$ cat src/hw/rtl/scg_pkg.sv
package scg_pkg;

  localparam int unsigned CNT_W = 21;
  localparam int unsigned POS_W = 20;
  localparam logic [CNT_W-1:0] MAX_ROWS = 21'd1048576;
  localparam logic [CNT_W-1:0] MAX_COLS = 21'd1048576;

  localparam logic [63:0] GOLDEN_STEP = 64'h9e3779b97f4a7c15;
  localparam logic [63:0] MIX_MUL_A   = 64'hbf58476d1ce4e5b9;
  localparam logic [63:0] MIX_MUL_B   = 64'h94d049bb133111eb;

  // configuration register indexes
  localparam logic [1:0] REG_ROW_COUNT = 2'd0;
  localparam logic [1:0] REG_COL_COUNT = 2'd1;
  localparam logic [1:0] REG_PER_ROW   = 2'd2;
  localparam logic [1:0] REG_SEED      = 2'd3;

  // classified request, front to back
  typedef struct packed {
    logic             past_end;
    logic [CNT_W-1:0] row;
    logic             last_in_row;
    logic             last_entry;
    logic [63:0]      state;
    logic [CNT_W-1:0] cols;
  } item_t;

  typedef enum logic [1:0] {
    BK_IDLE,
    BK_MUL,
    BK_DIV,
    BK_DONE
  } back_state_t;

  // zero acts as one, large values saturate
  function automatic logic [CNT_W-1:0] clamp_count(input logic [CNT_W-1:0] v,
                                                   input logic [CNT_W-1:0] lim);
    logic [CNT_W-1:0] r;
    r = (v == '0) ? CNT_W'(1) : v;
    if (r > lim) r = lim;
    return r;
  endfunction

endpackage

$ cat src/hw/rtl/scg_front.sv
module scg_front (
  input  logic                       clk,
  input  logic                       rst_n,
  input  logic                       req,
  input  logic                       restart,
  input  logic [scg_pkg::CNT_W-1:0]  row_count,
  input  logic [scg_pkg::CNT_W-1:0]  col_count,
  input  logic [scg_pkg::CNT_W-1:0]  entries_per_row,
  input  logic [63:0]                seed,
  output scg_pkg::item_t             item
);

  logic [63:0]               gen_r, gen_nxt;
  logic [scg_pkg::POS_W-1:0] row_r, row_nxt;
  logic [scg_pkg::POS_W-1:0] ent_r, ent_nxt;
  logic                      fin_r, fin_nxt;

  logic [scg_pkg::CNT_W-1:0] rows, cols, per_row;
  logic [63:0]               gen_cur, gen_adv;
  logic [scg_pkg::POS_W-1:0] row_cur, ent_cur;
  logic                      fin_cur, done, eor, eom;

  // classify the request against live counts
  always_comb begin
    rows    = scg_pkg::clamp_count(row_count, scg_pkg::MAX_ROWS);
    cols    = scg_pkg::clamp_count(col_count, scg_pkg::MAX_COLS);
    per_row = scg_pkg::clamp_count(entries_per_row, scg_pkg::MAX_COLS);
    if (per_row > cols) per_row = cols;
    gen_cur = restart ? ((seed != 64'd0) ? seed : 64'd1) : gen_r;
    row_cur = restart ? '0 : row_r;
    ent_cur = restart ? '0 : ent_r;
    fin_cur = restart ? 1'b0 : fin_r;
    done    = fin_cur || ({1'b0, row_cur} >= rows);
    gen_adv = gen_cur + scg_pkg::GOLDEN_STEP;
    eor     = ({1'b0, ent_cur} + 21'd1) >= per_row;
    eom     = eor && (({1'b0, row_cur} + 21'd1) >= rows);

    item.past_end    = done;
    item.row         = done ? '0 : ({1'b0, row_cur} + 21'd1);
    item.last_in_row = !done && eor;
    item.last_entry  = !done && eom;
    item.state       = gen_adv;
    item.cols        = cols;

    gen_nxt = gen_cur;
    row_nxt = row_cur;
    ent_nxt = ent_cur;
    fin_nxt = fin_cur;
    if (!done) begin
      gen_nxt = gen_adv;
      if (eom) begin
        fin_nxt = 1'b1;
      end else if (eor) begin
        ent_nxt = '0;
        row_nxt = row_cur + 20'd1;
      end else begin
        ent_nxt = ent_cur + 20'd1;
      end
    end
  end

  // advance on each transfer
  always_ff @(posedge clk) begin
    if (!rst_n) begin
      gen_r <= 64'd1;
      row_r <= '0;
      ent_r <= '0;
      fin_r <= 1'b0;
    end else if (req) begin
      gen_r <= gen_nxt;
      row_r <= row_nxt;
      ent_r <= ent_nxt;
      fin_r <= fin_nxt;
    end
  end

endmodule

$ cat src/hw/rtl/scg_fifo.sv
module scg_fifo (
  input  logic           clk,
  input  logic           rst_n,
  input  logic           push,
  input  scg_pkg::item_t push_item,
  input  logic           pop,
  output logic           full,
  output logic           not_empty,
  output scg_pkg::item_t pop_item,
  output logic [1:0]     count
);

  scg_pkg::item_t mem_r [2];
  logic           wp_r, rp_r;
  logic [1:0]     cnt_r;

  assign full      = (cnt_r == 2'd2);
  assign not_empty = (cnt_r != 2'd0);
  assign pop_item  = mem_r[rp_r];
  assign count     = cnt_r;

  // hold payload entries
  always_ff @(posedge clk) begin
    if (push) mem_r[wp_r] <= push_item;
  end

  // track pointers and fill level
  always_ff @(posedge clk) begin
    if (!rst_n) begin
      wp_r  <= 1'b0;
      rp_r  <= 1'b0;
      cnt_r <= 2'd0;
    end else begin
      if (push) wp_r <= ~wp_r;
      if (pop)  rp_r <= ~rp_r;
      cnt_r <= cnt_r + {1'b0, push} - {1'b0, pop};
    end
  end

endmodule

$ cat src/hw/rtl/scg_back.sv
module scg_back (
  input  logic                      clk,
  input  logic                      rst_n,
  input  logic                      q_valid,
  input  scg_pkg::item_t            q_item,
  output logic                      q_pop,
  output logic                      out_valid,
  input  logic                      out_stall,
  output logic [scg_pkg::CNT_W-1:0] out_row_number,
  output logic [scg_pkg::CNT_W-1:0] out_column_number,
  output logic                      out_last_in_row,
  output logic                      out_last_entry,
  output logic                      out_past_end
);

  scg_pkg::back_state_t st_r, st_nxt;

  scg_pkg::item_t            it_r;
  logic [63:0]               x_r, acc_r;
  logic [1:0]                mstep_r;
  logic                      pass_r;
  logic [5:0]                cnt_r;
  logic [scg_pkg::POS_W-1:0] rem_r;

  logic                      ov_r;
  logic [scg_pkg::CNT_W-1:0] orow_r, ocol_r;
  logic                      olir_r, olen_r, ope_r;

  logic        load_out, mul_last;
  logic [63:0] cst, term, acc_sum;
  logic [31:0] ma, mb;
  logic [63:0] prod;
  logic [scg_pkg::CNT_W-1:0] rem_sh, rem_sub;

  // one 32x32 multiplier builds the low 64 bits over three steps
  always_comb begin
    cst = pass_r ? scg_pkg::MIX_MUL_B : scg_pkg::MIX_MUL_A;
    ma  = (mstep_r == 2'd2) ? x_r[63:32] : x_r[31:0];
    mb  = (mstep_r == 2'd1) ? cst[63:32] : cst[31:0];
    prod = ma * mb;
    term = (mstep_r == 2'd0) ? prod : {prod[31:0], 32'd0};
    acc_sum = acc_r + term;
    mul_last = (mstep_r == 2'd2);
  end

  // restoring remainder step, one dividend bit per cycle
  always_comb begin
    rem_sh  = {rem_r, x_r[63]};
    rem_sub = (rem_sh >= it_r.cols) ? (rem_sh - it_r.cols) : rem_sh;
  end

  // next state
  always_comb begin
    st_nxt = st_r;
    case (st_r)
      scg_pkg::BK_IDLE: if (q_valid) st_nxt = q_item.past_end ? scg_pkg::BK_DONE
                                                             : scg_pkg::BK_MUL;
      scg_pkg::BK_MUL:  if (mul_last && pass_r) st_nxt = scg_pkg::BK_DIV;
      scg_pkg::BK_DIV:  if (cnt_r == 6'd63) st_nxt = scg_pkg::BK_DONE;
      scg_pkg::BK_DONE: if (!ov_r || !out_stall) st_nxt = scg_pkg::BK_IDLE;
      default:          st_nxt = scg_pkg::BK_IDLE;
    endcase
  end

  // control outputs
  always_comb begin
    q_pop    = 1'b0;
    load_out = 1'b0;
    case (st_r)
      scg_pkg::BK_IDLE: q_pop = q_valid;
      scg_pkg::BK_DONE: load_out = !ov_r || !out_stall;
      default: ;
    endcase
  end

  // datapath
  always_ff @(posedge clk) begin
    case (st_r)
      scg_pkg::BK_IDLE: begin
        it_r    <= q_item;
        x_r     <= q_item.state ^ (q_item.state >> 30);
        acc_r   <= '0;
        mstep_r <= 2'd0;
        pass_r  <= 1'b0;
        rem_r   <= '0;
      end
      scg_pkg::BK_MUL: begin
        if (mul_last) begin
          acc_r   <= '0;
          mstep_r <= 2'd0;
          pass_r  <= 1'b1;
          cnt_r   <= 6'd0;
          x_r     <= pass_r ? (acc_sum ^ (acc_sum >> 31)) : (acc_sum ^ (acc_sum >> 27));
        end else begin
          acc_r   <= acc_sum;
          mstep_r <= mstep_r + 2'd1;
        end
      end
      scg_pkg::BK_DIV: begin
        rem_r <= rem_sub[scg_pkg::POS_W-1:0];
        x_r   <= {x_r[62:0], 1'b0};
        cnt_r <= cnt_r + 6'd1;
      end
      default: ;
    endcase
  end

  // output register, loaded when empty or while the previous result is taken
  always_ff @(posedge clk) begin
    if (load_out) begin
      orow_r <= it_r.row;
      ocol_r <= it_r.past_end ? '0 : ({1'b0, rem_r} + 21'd1);
      olir_r <= it_r.last_in_row;
      olen_r <= it_r.last_entry;
      ope_r  <= it_r.past_end;
    end
  end

  always_ff @(posedge clk) begin
    if (!rst_n) begin
      st_r <= scg_pkg::BK_IDLE;
      ov_r <= 1'b0;
    end else begin
      st_r <= st_nxt;
      if (load_out) ov_r <= 1'b1;
      else if (!out_stall) ov_r <= 1'b0;
    end
  end

  assign out_valid         = ov_r;
  assign out_row_number    = orow_r;
  assign out_column_number = ocol_r;
  assign out_last_in_row   = olir_r;
  assign out_last_entry    = olen_r;
  assign out_past_end      = ope_r;

endmodule

$ cat src/hw/rtl/sparse_coordinate_generator_unit.sv
// Sparse matrix coordinate generator. Each request transfer yields one result
// with the next row, in row-major order, and a column taken from the mixed
// splitmix64 state, both 1-based; restart reloads the state from seed and
// rewinds. The front stage classifies a request and advances the state in the
// cycle it is taken, so requests enter back to back until the two-entry queue
// fills. The back stage mixes the state with one shared 32x32 multiplier (three
// steps per 64-bit product, two products) and reduces it modulo the column
// count one bit per cycle. Configuration writes are always accepted and apply
// to the next request.
module sparse_coordinate_generator_unit (
  input  logic                      clk,
  input  logic                      rst_n,
  input  logic                      in_valid,
  output logic                      in_stall,
  input  logic                      in_restart,
  output logic                      out_valid,
  input  logic                      out_stall,
  output logic [scg_pkg::CNT_W-1:0] out_row_number,
  output logic [scg_pkg::CNT_W-1:0] out_column_number,
  output logic                      out_last_in_row,
  output logic                      out_last_entry,
  output logic                      out_past_end,
  input  logic                      cfg_valid,
  output logic                      cfg_ready,
  input  logic [1:0]                cfg_index,
  input  logic [63:0]               cfg_data
);

  logic [scg_pkg::CNT_W-1:0] row_count_r, col_count_r, per_row_r;
  logic [63:0]               seed_r;

  scg_pkg::item_t f_item, q_item;
  logic           req, q_full, q_valid, q_pop;
  logic [1:0]     q_count;

  assign cfg_ready = 1'b1;
  assign in_stall  = q_full;
  assign req       = in_valid && !in_stall;

  // configuration registers
  always_ff @(posedge clk) begin
    if (!rst_n) begin
      row_count_r <= 21'd1;
      col_count_r <= 21'd1;
      per_row_r   <= 21'd1;
      seed_r      <= 64'd1;
    end else if (cfg_valid && cfg_ready) begin
      case (cfg_index)
        scg_pkg::REG_ROW_COUNT: row_count_r <= cfg_data[scg_pkg::CNT_W-1:0];
        scg_pkg::REG_COL_COUNT: col_count_r <= cfg_data[scg_pkg::CNT_W-1:0];
        scg_pkg::REG_PER_ROW:   per_row_r   <= cfg_data[scg_pkg::CNT_W-1:0];
        scg_pkg::REG_SEED:      seed_r      <= cfg_data;
        default: ;
      endcase
    end
  end

  scg_front u_front (
    .clk, .rst_n, .req, .restart(in_restart),
    .row_count(row_count_r), .col_count(col_count_r),
    .entries_per_row(per_row_r), .seed(seed_r), .item(f_item)
  );

  scg_fifo u_fifo (
    .clk, .rst_n, .push(req), .push_item(f_item), .pop(q_pop),
    .full(q_full), .not_empty(q_valid), .pop_item(q_item), .count(q_count)
  );

  scg_back u_back (
    .clk, .rst_n, .q_valid, .q_item, .q_pop,
    .out_valid, .out_stall, .out_row_number, .out_column_number,
    .out_last_in_row, .out_last_entry, .out_past_end
  );

  // past-end results carry zero coordinates and no flags
  a_past_end_zero: assert property (@(posedge clk) disable iff (!rst_n)
    out_valid && out_past_end |-> out_row_number == '0 && out_column_number == '0
      && !out_last_in_row && !out_last_entry)
    else $error("past-end result with nonzero fields");

  // a real coordinate lies within the column range
  a_col_range: assert property (@(posedge clk) disable iff (!rst_n)
    out_valid && !out_past_end |-> out_column_number != '0
      && out_column_number <= scg_pkg::MAX_COLS)
    else $error("column out of range");

  // queue never overfills and stalls the input when full
  a_queue_bound: assert property (@(posedge clk) disable iff (!rst_n)
    q_count != 2'd3 && (q_count != 2'd2 || in_stall))
    else $error("queue overflow");

endmodule
$ cat config.mk
export PLATFORM = sky130hd
export DESIGN_NAME = sparse_coordinate_generator_unit
export DESIGN_NICKNAME = d
export VERILOG_FILES = /design/src/hw/rtl/scg_pkg.sv /design/src/hw/rtl/scg_front.sv /design/src/hw/rtl/scg_fifo.sv /design/src/hw/rtl/scg_back.sv /design/src/hw/rtl/sparse_coordinate_generator_unit.sv
export SDC_FILE = /design/constraint.sdc
export NUM_CORES = 2
export LEC_CHECK = 0
export BUFFER_PORTS_ARGS = -buffer_cell sky130_fd_sc_hd__buf_4
export CAP_MARGIN = 10
export CELL_PAD_IN_SITES_DETAIL_PLACEMENT = 0
export CELL_PAD_IN_SITES_GLOBAL_PLACEMENT = 1
export CORE_UTILIZATION = 45
export CTS_BUF_LIST = sky130_fd_sc_hd__clkbuf_2
export CTS_CLUSTER_SIZE = 25
export DETAILED_ROUTE_END_ITERATION = 8
export HOLD_SLACK_MARGIN = 0.08
export PLACE_DENSITY = 0.71
export SLEW_MARGIN = 20
export SYNTH_ARGS = -nofsm -noshare
export SYNTH_HDL_FRONTEND = slang
export SYNTH_SLANG_ARGS = --single-unit
export TNS_END_PERCENT = 1
$ cat constraint.sdc
create_clock -name clk -period 21.2 [get_ports clk]
set_input_delay 1.06 -clock clk [delete_from_list [all_inputs] [get_ports clk]]
set_output_delay 1.06 -clock clk [all_outputs]
set_load 0.01 [all_outputs]
Word-level counts from Yosys, hierarchy flattened
Memories as Yosys holds them, arrays and structs flattened. A register that Yosys moved wholly into a read port is not among the register bits. Index checks and enable logic that the tools add are counted.

Memories kept: 1. RAM bits: 218. Bits in registers: 486. Output and inout port bits: 48.

Memory list: u_fifo.mem_r (words 2, width 109, rd ports 1, clocked after Yosys merged registers in 1, write ports 1, RTL line scg_fifo.sv:13) `scg_pkg::item_t mem_r [2];`.

Equality and inequality tests: 16. Reduce and logical (&&, ||, !) cells: 31. Add/sub/neg operators: 12. $mul: 1. Muxes and demuxes: 53. Magnitude comparators: 8. Bitwise operators: 5.

Operator list (number): 64-bit two-way mux (7); 64-bit one-hot mux with 3 select lines (1); 20-bit two-way mux (9); 21-bit two-way mux (8); 64-bit one-hot mux with 2 select lines (1); 64-bit adder (1); 64-bit adder (second input constant) (1); 32-bit by 32-bit multiplier with 64-bit output (1); 32-bit two-way mux (2); 64-bit nonzero test (1); 64-bit by 33-bit bitwise XOR with 64-bit output (1); 64-bit by 34-bit bitwise XOR with 64-bit output (1); 64-bit by 37-bit bitwise XOR with 64-bit output (1); 20-bit by 1-bit adder with 21-bit output (second input constant) (3); 21-bit >= comparator (3); 21-bit > comparator (second input constant) (3); 21-bit logical NOT (3); 62-bit two-way mux (1); 20-bit by 1-bit adder with 20-bit output (second input constant) (2); 20-bit one-hot mux with 2 select lines (1); 20-bit by 21-bit >= comparator with 1-bit output (1); 21-bit > comparator (1); 20-bit subtractor (1); 2-bit AND reduction (7); 23 further kinds (65).

Longest topological paths before layout
Depth in word-level cells: 10. Depth in mapped cells: 51.

Modules after synthesis
A second synthesis with hierarchy kept.

Cell total of the unflattened synthesis: 7266. Area total of the unflattened synthesis: 71140.7 um^2.

Modules (own cells, without submodules): scg_back (cells an instance 4829, seq. area each 7477.2 um^2, times used 1, area each 46189.3 um^2); scg_front (cells an instance 1591, seq. area each 2102.0 um^2, times used 1, area each 12059.1 um^2); scg_fifo (cells an instance 360, seq. area each 6646.4 um^2, times used 1, area each 8117.8 um^2); sparse_coordinate_generator_unit (cells an instance 486, seq. area each 2542.4 um^2, times used 1, area each 4774.6 um^2).

Worst setup path before layout
OpenSTA, ideal clock, no wires.

Path type: flip-flop to flip-flop. Start point: register u_back.mstep_r[0]. End point: register u_back.x_r[28], data pin. Required time: 20.927 ns. Path slack: 9.432 ns. Clock period less this slack: 11.768 ns. Data arrival time: 11.495 ns. Library setup time: 0.273 ns. Stages on the path, launching flop included: 49. Cell sequence: edfxtp_1 > inv_1 > ha_1 > clkbuf_1 > buf_1 > mux2_2 > nand2b_1 > inv_1 > nand2_1 > o21ai_0 > inv_1 > fa_1 > inv_1 > fa_1 > fa_1 > inv_1 > fa_1 > inv_1 > [13 not listed] > a2111oi_2 > o31ai_1 > a41o_1 > a21o_1 > a311oi_1 > xnor2_1 > mux2_2 > ha_1 > and3_1 > nand3_1 > o21ai_0 > a21oi_1 > o311ai_1 > a21oi_1 > xnor2_1 > mux2i_1 > xor2_1 > o221ai_1.

Cells in the longest elaborated chain, start to end: 9.

Ends and longest elaborated chain: from (decl) (RTL line scg_back.sv:20) `logic [1:0] mstep_r;`; from (signal assigned) (RTL line scg_back.sv:96) `mstep_r <= mstep_r + 2'd1;`; 2-bit equality test or 2-bit by 1-bit equality test with 1-bit output (tied branches) (RTL line scg_back.sv:38, scg_back.sv:39); 32-bit two-way mux (on tied branches) (RTL line scg_back.sv:38, scg_back.sv:39); 32-bit by 32-bit multiplier with 64-bit output (RTL line scg_back.sv:40) `prod = ma * mb;`; 64-bit two-way mux * (RTL line scg_back.sv:41) `term = (mstep_r == 2'd0) ? prod : {prod[31:0], 32'd0};`; 64-bit adder * (RTL line scg_back.sv:42) `acc_sum = acc_r + term;`; 64-bit by 37-bit bitwise XOR with 64-bit output or 64-bit by 33-bit bitwise XOR with 64-bit output (tied branches) (RTL line scg_back.sv:93) `x_r <= pass_r ? (acc_sum ^ (acc_sum >> 31)) : (acc_sum ^ (acc_sum >> 27));`; 64-bit two-way mux * (RTL line scg_back.sv:93); 64-bit two-way mux * (RTL line scg_back.sv:88) `if (mul_last) begin`; 64-bit one-hot mux with 3 select lines * (RTL line scg_back.sv:78) `case (st_r)`; to (signal assigned) (RTL line scg_back.sv:81) `x_r <= q_item.state ^ (q_item.state >> 30);`; to (signal assigned) (RTL line scg_back.sv:93); to (signal assigned) (RTL line scg_back.sv:101) `x_r <= {x_r[62:0], 1'b0};`; to (decl) (RTL line scg_back.sv:19) `logic [63:0] x_r, acc_r;`.

Mark *: on every way between the ends. The rest lies on a longest branch, timed or not. The select of a mux whose other input is x is not followed. A chain may end at the register's enable or synchronous reset.

Final worst setup path
Start point: register u_back.mstep_r[0]. End point: register u_back.x_r[22], data pin.

Same word-level chain as after synthesis.

==> run_results.csv <==
group,metric,value,unit
outcome,outcome,"complete, no violations",
route,wl_met1,105000,microns
floorplanning,fp.coreArea,154000,sq um
route,wl_per_cell,25.1,microns
placement,place_congestion,0.993,
clocking,cts_hold_buffers,108,
synthesis,syn_area_per_cell,9.49,sq um
critical_path,crit_arrival,15.14,ns
timing,relSlewSlack,0.260,
route,top_layer_used,"met4",
route,num_vias,54200,
placement,place_area,72800,sq um
layout,final_cell_mix,"inv_1 (1,141), fa_1 (799), nand2_1 (739)",
floorplanning,start_util,0.454,
route,drtIter0Drc,4359,
placement,port_buffers,118,
synthesis,synth_area,70000,sq um
route,met3_length,13900,microns
clocking,postCtsResizedCells,0,
placement,hpwl,199000,microns
clocking,cts_tree,"done",
layout,fin_util,0.491,
clocking,clk_pin_slew,0.11,ns
layout,drive_gt1_frac,0.0850,
timing,setup_tns,0,ns
grt,grt_overflow_total,0,
synthesis,ys_seq_area_frac,0.268,
critical_path,worstSetupPathType,"flip-flop to flip-flop",
synthesis,synth-seq-cells,705,
clocking,numCtsBuffers,175,
critical_path,cp.required,22.47,ns
synthesis,synth_edf_count,465,
critical_path,slowest_stage,"a311oi_1",
synthesis,synth_cells,7377,
grt,grt_max_degree,143,
timing,setup_violations,0,
min_path,hold_class,"primary input to flip-flop",
synthesis,syn_nets,8790,
timing,maxSlewViolCount,0,
clocking,cts_setup_buffers,0,
clocking,insertion_delay,1.59,ns
clocking,clock_sinks,705,
route,drtAntennaViolNets,0,
floorplanning,die_y,397,microns
critical_path,critPathMostFrequentCell,"fa_1",
grt,grt_pass1_wl,363000,microns
route,met2_length,116000,microns
synthesis,synthFlopType,"edfxtp_1",
clocking,cts.path.max_buffers,3,
timing,period_share,0.654,
timing,hold_violations,0,
clocking,ctsHtreeMaxLevel,4,
route,dr.pass1.iters,7,
critical_path,cp_num_buf_inv,7,
layout,finalInstanceArea,75700,sq um
timing,tightest_slew,1.08,ns
timing,max_freq,72.1,MHz
layout,nets,8940,
critical_path,start_kind,"flip-flop",
floorplanning,ios,120,
route,post-route-drc-count,0,
timing,rsz0062_at_grt,"false",
grt,grt_use_total,0.312,
floorplanning,die_width,397,microns
grt,antenna_found_initial,9,
timing,skew,0.109,ns
timing,min_period,13.86,ns
synthesis,synth.distinct_cells,107,
clocking,cts_root_buf,"clkbuf_2",
critical_path,worst-path-max-fanout,25,
critical_path,crit_family,"adder cells",
layout,area_growth,8.11,%
synthesis,synthArstFlopShare,0,
layout,final_common_cell,"inv_1",
flow_run,cap_violations,0,
timing,holdWs,0.300,ns
grt,grt_pass1_vias,55700,
critical_path,critPathMaxStageDelay,0.63,ns
critical_path,end_kind,"flip-flop",
route,viasPerCell,5.58,
floorplanning,num_rows,144,
route,drt_wl_total,244000,microns
floorplanning,dieArea,157000,sq um
synthesis,yosysWarnings,0,
worst paths after layout:
kind / startpoint / endpoint / slack (ns) / depth (start not counted)
max: u_back.mstep_r[0] / u_back.x_r[22] / 7.34 / 44
min: cfg_data[39] / seed_r[39] / 0.30 / 4
max reg2reg: u_back.mstep_r[0] / u_back.x_r[22] / 7.34 / 44
min reg2reg: u_back.it_r[102] / u_back.out_row_number[15] / 0.41 / 0
metrics by stage:
stage,instances,setup WS [ns]
final,9719,7.34
after global routing,9717,6.64
after CTS,9713,7.52
after detailed placement,9286,7.58
after global placement,9286,7.57
after floorplan,7377,9.43
sequential cells by signal (all words and copies together) (netlist names), 2 cells and up, named ones only:
signal,flops
col_count_r,21
per_row_r,21
row_count_r,21
seed_r,64
u_back.acc_r,64
u_back.cnt_r,6
u_back.it_r,45
u_back.mstep_r,2
u_back.out_column_number,21
u_back.out_row_number,21
u_back.rem_r,20
u_back.st_r,2
u_back.x_r,64
u_fifo.count,2
u_fifo.mem_r,218
u_front.ent_r,20
u_front.gen_r,64
u_front.row_r,20
synth_stat cells, types with 51 or more instances:
cell type / n / share of area
clkbuf_1: 250 / 0.013
nor2b_1: 80 / 0.0071
o21ai_0: 266 / 0.019
a21o_1: 103 / 0.011
edfxtp_1: 465 / 0.20
mux2i_1: 159 / 0.023
dfxtp_1: 240 / 0.069
fa_1: 799 / 0.23
nand4_1: 57 / 0.0051
inv_1: 1142 / 0.061
a31oi_1: 67 / 0.0060
xnor2_1: 212 / 0.027
xor2_1: 163 / 0.020
nand2_1: 740 / 0.040
nand3_1: 136 / 0.0097
and2_1: 97 / 0.0087
ha_1: 542 / 0.097
nor3_1: 57 / 0.0041
and3_1: 51 / 0.0046
nor2_1: 526 / 0.028
mux2_2: 94 / 0.015
a21oi_1: 473 / 0.034
worst min-delay path, delay by kind of cell:
family | cells | cell delay (ns)
compound gates | 1 | 0.10
buf+inv | 2 | 0.63
simple gates | 1 | 0.04
layer usage:
layer	global-route usage	vias to the layer above
met5	0	-
met4	0.117	0
met3	0.0431	354
met2	0.511	1767
met1	0.419	27200
li1	-	25000
cells by family (layout without fill, tap and decap cells):
family,after synthesis,count (layout),share of synthesized area
fa+ha+maj,1341,1341,0.325
simple gates,1926,1926,0.126
mux,257,257,0.0387
other cells,1,7,0.0000535
flops,705,705,0.268
compound gates,1311,1311,0.116
xor+xnor,375,375,0.0469
buf+inv,1461,1753,0.0796
cell type report:
class / count / area, sq um
clock buffers: 255 / 1280
repair buffers: 285 / 2430
clock inverters: 64 / 513
multi-input cells: 5211 / 45800
inverters: 1149 / 4320
fillers: 14900 / 78500
flip-flops and latches: 705 / 18800
diodes: 6 / 15.0
well taps: 2044 / 2560
Power is not shown: default switching activity piles up to over one toggle a cycle in this logic, so the estimate is an artifact.
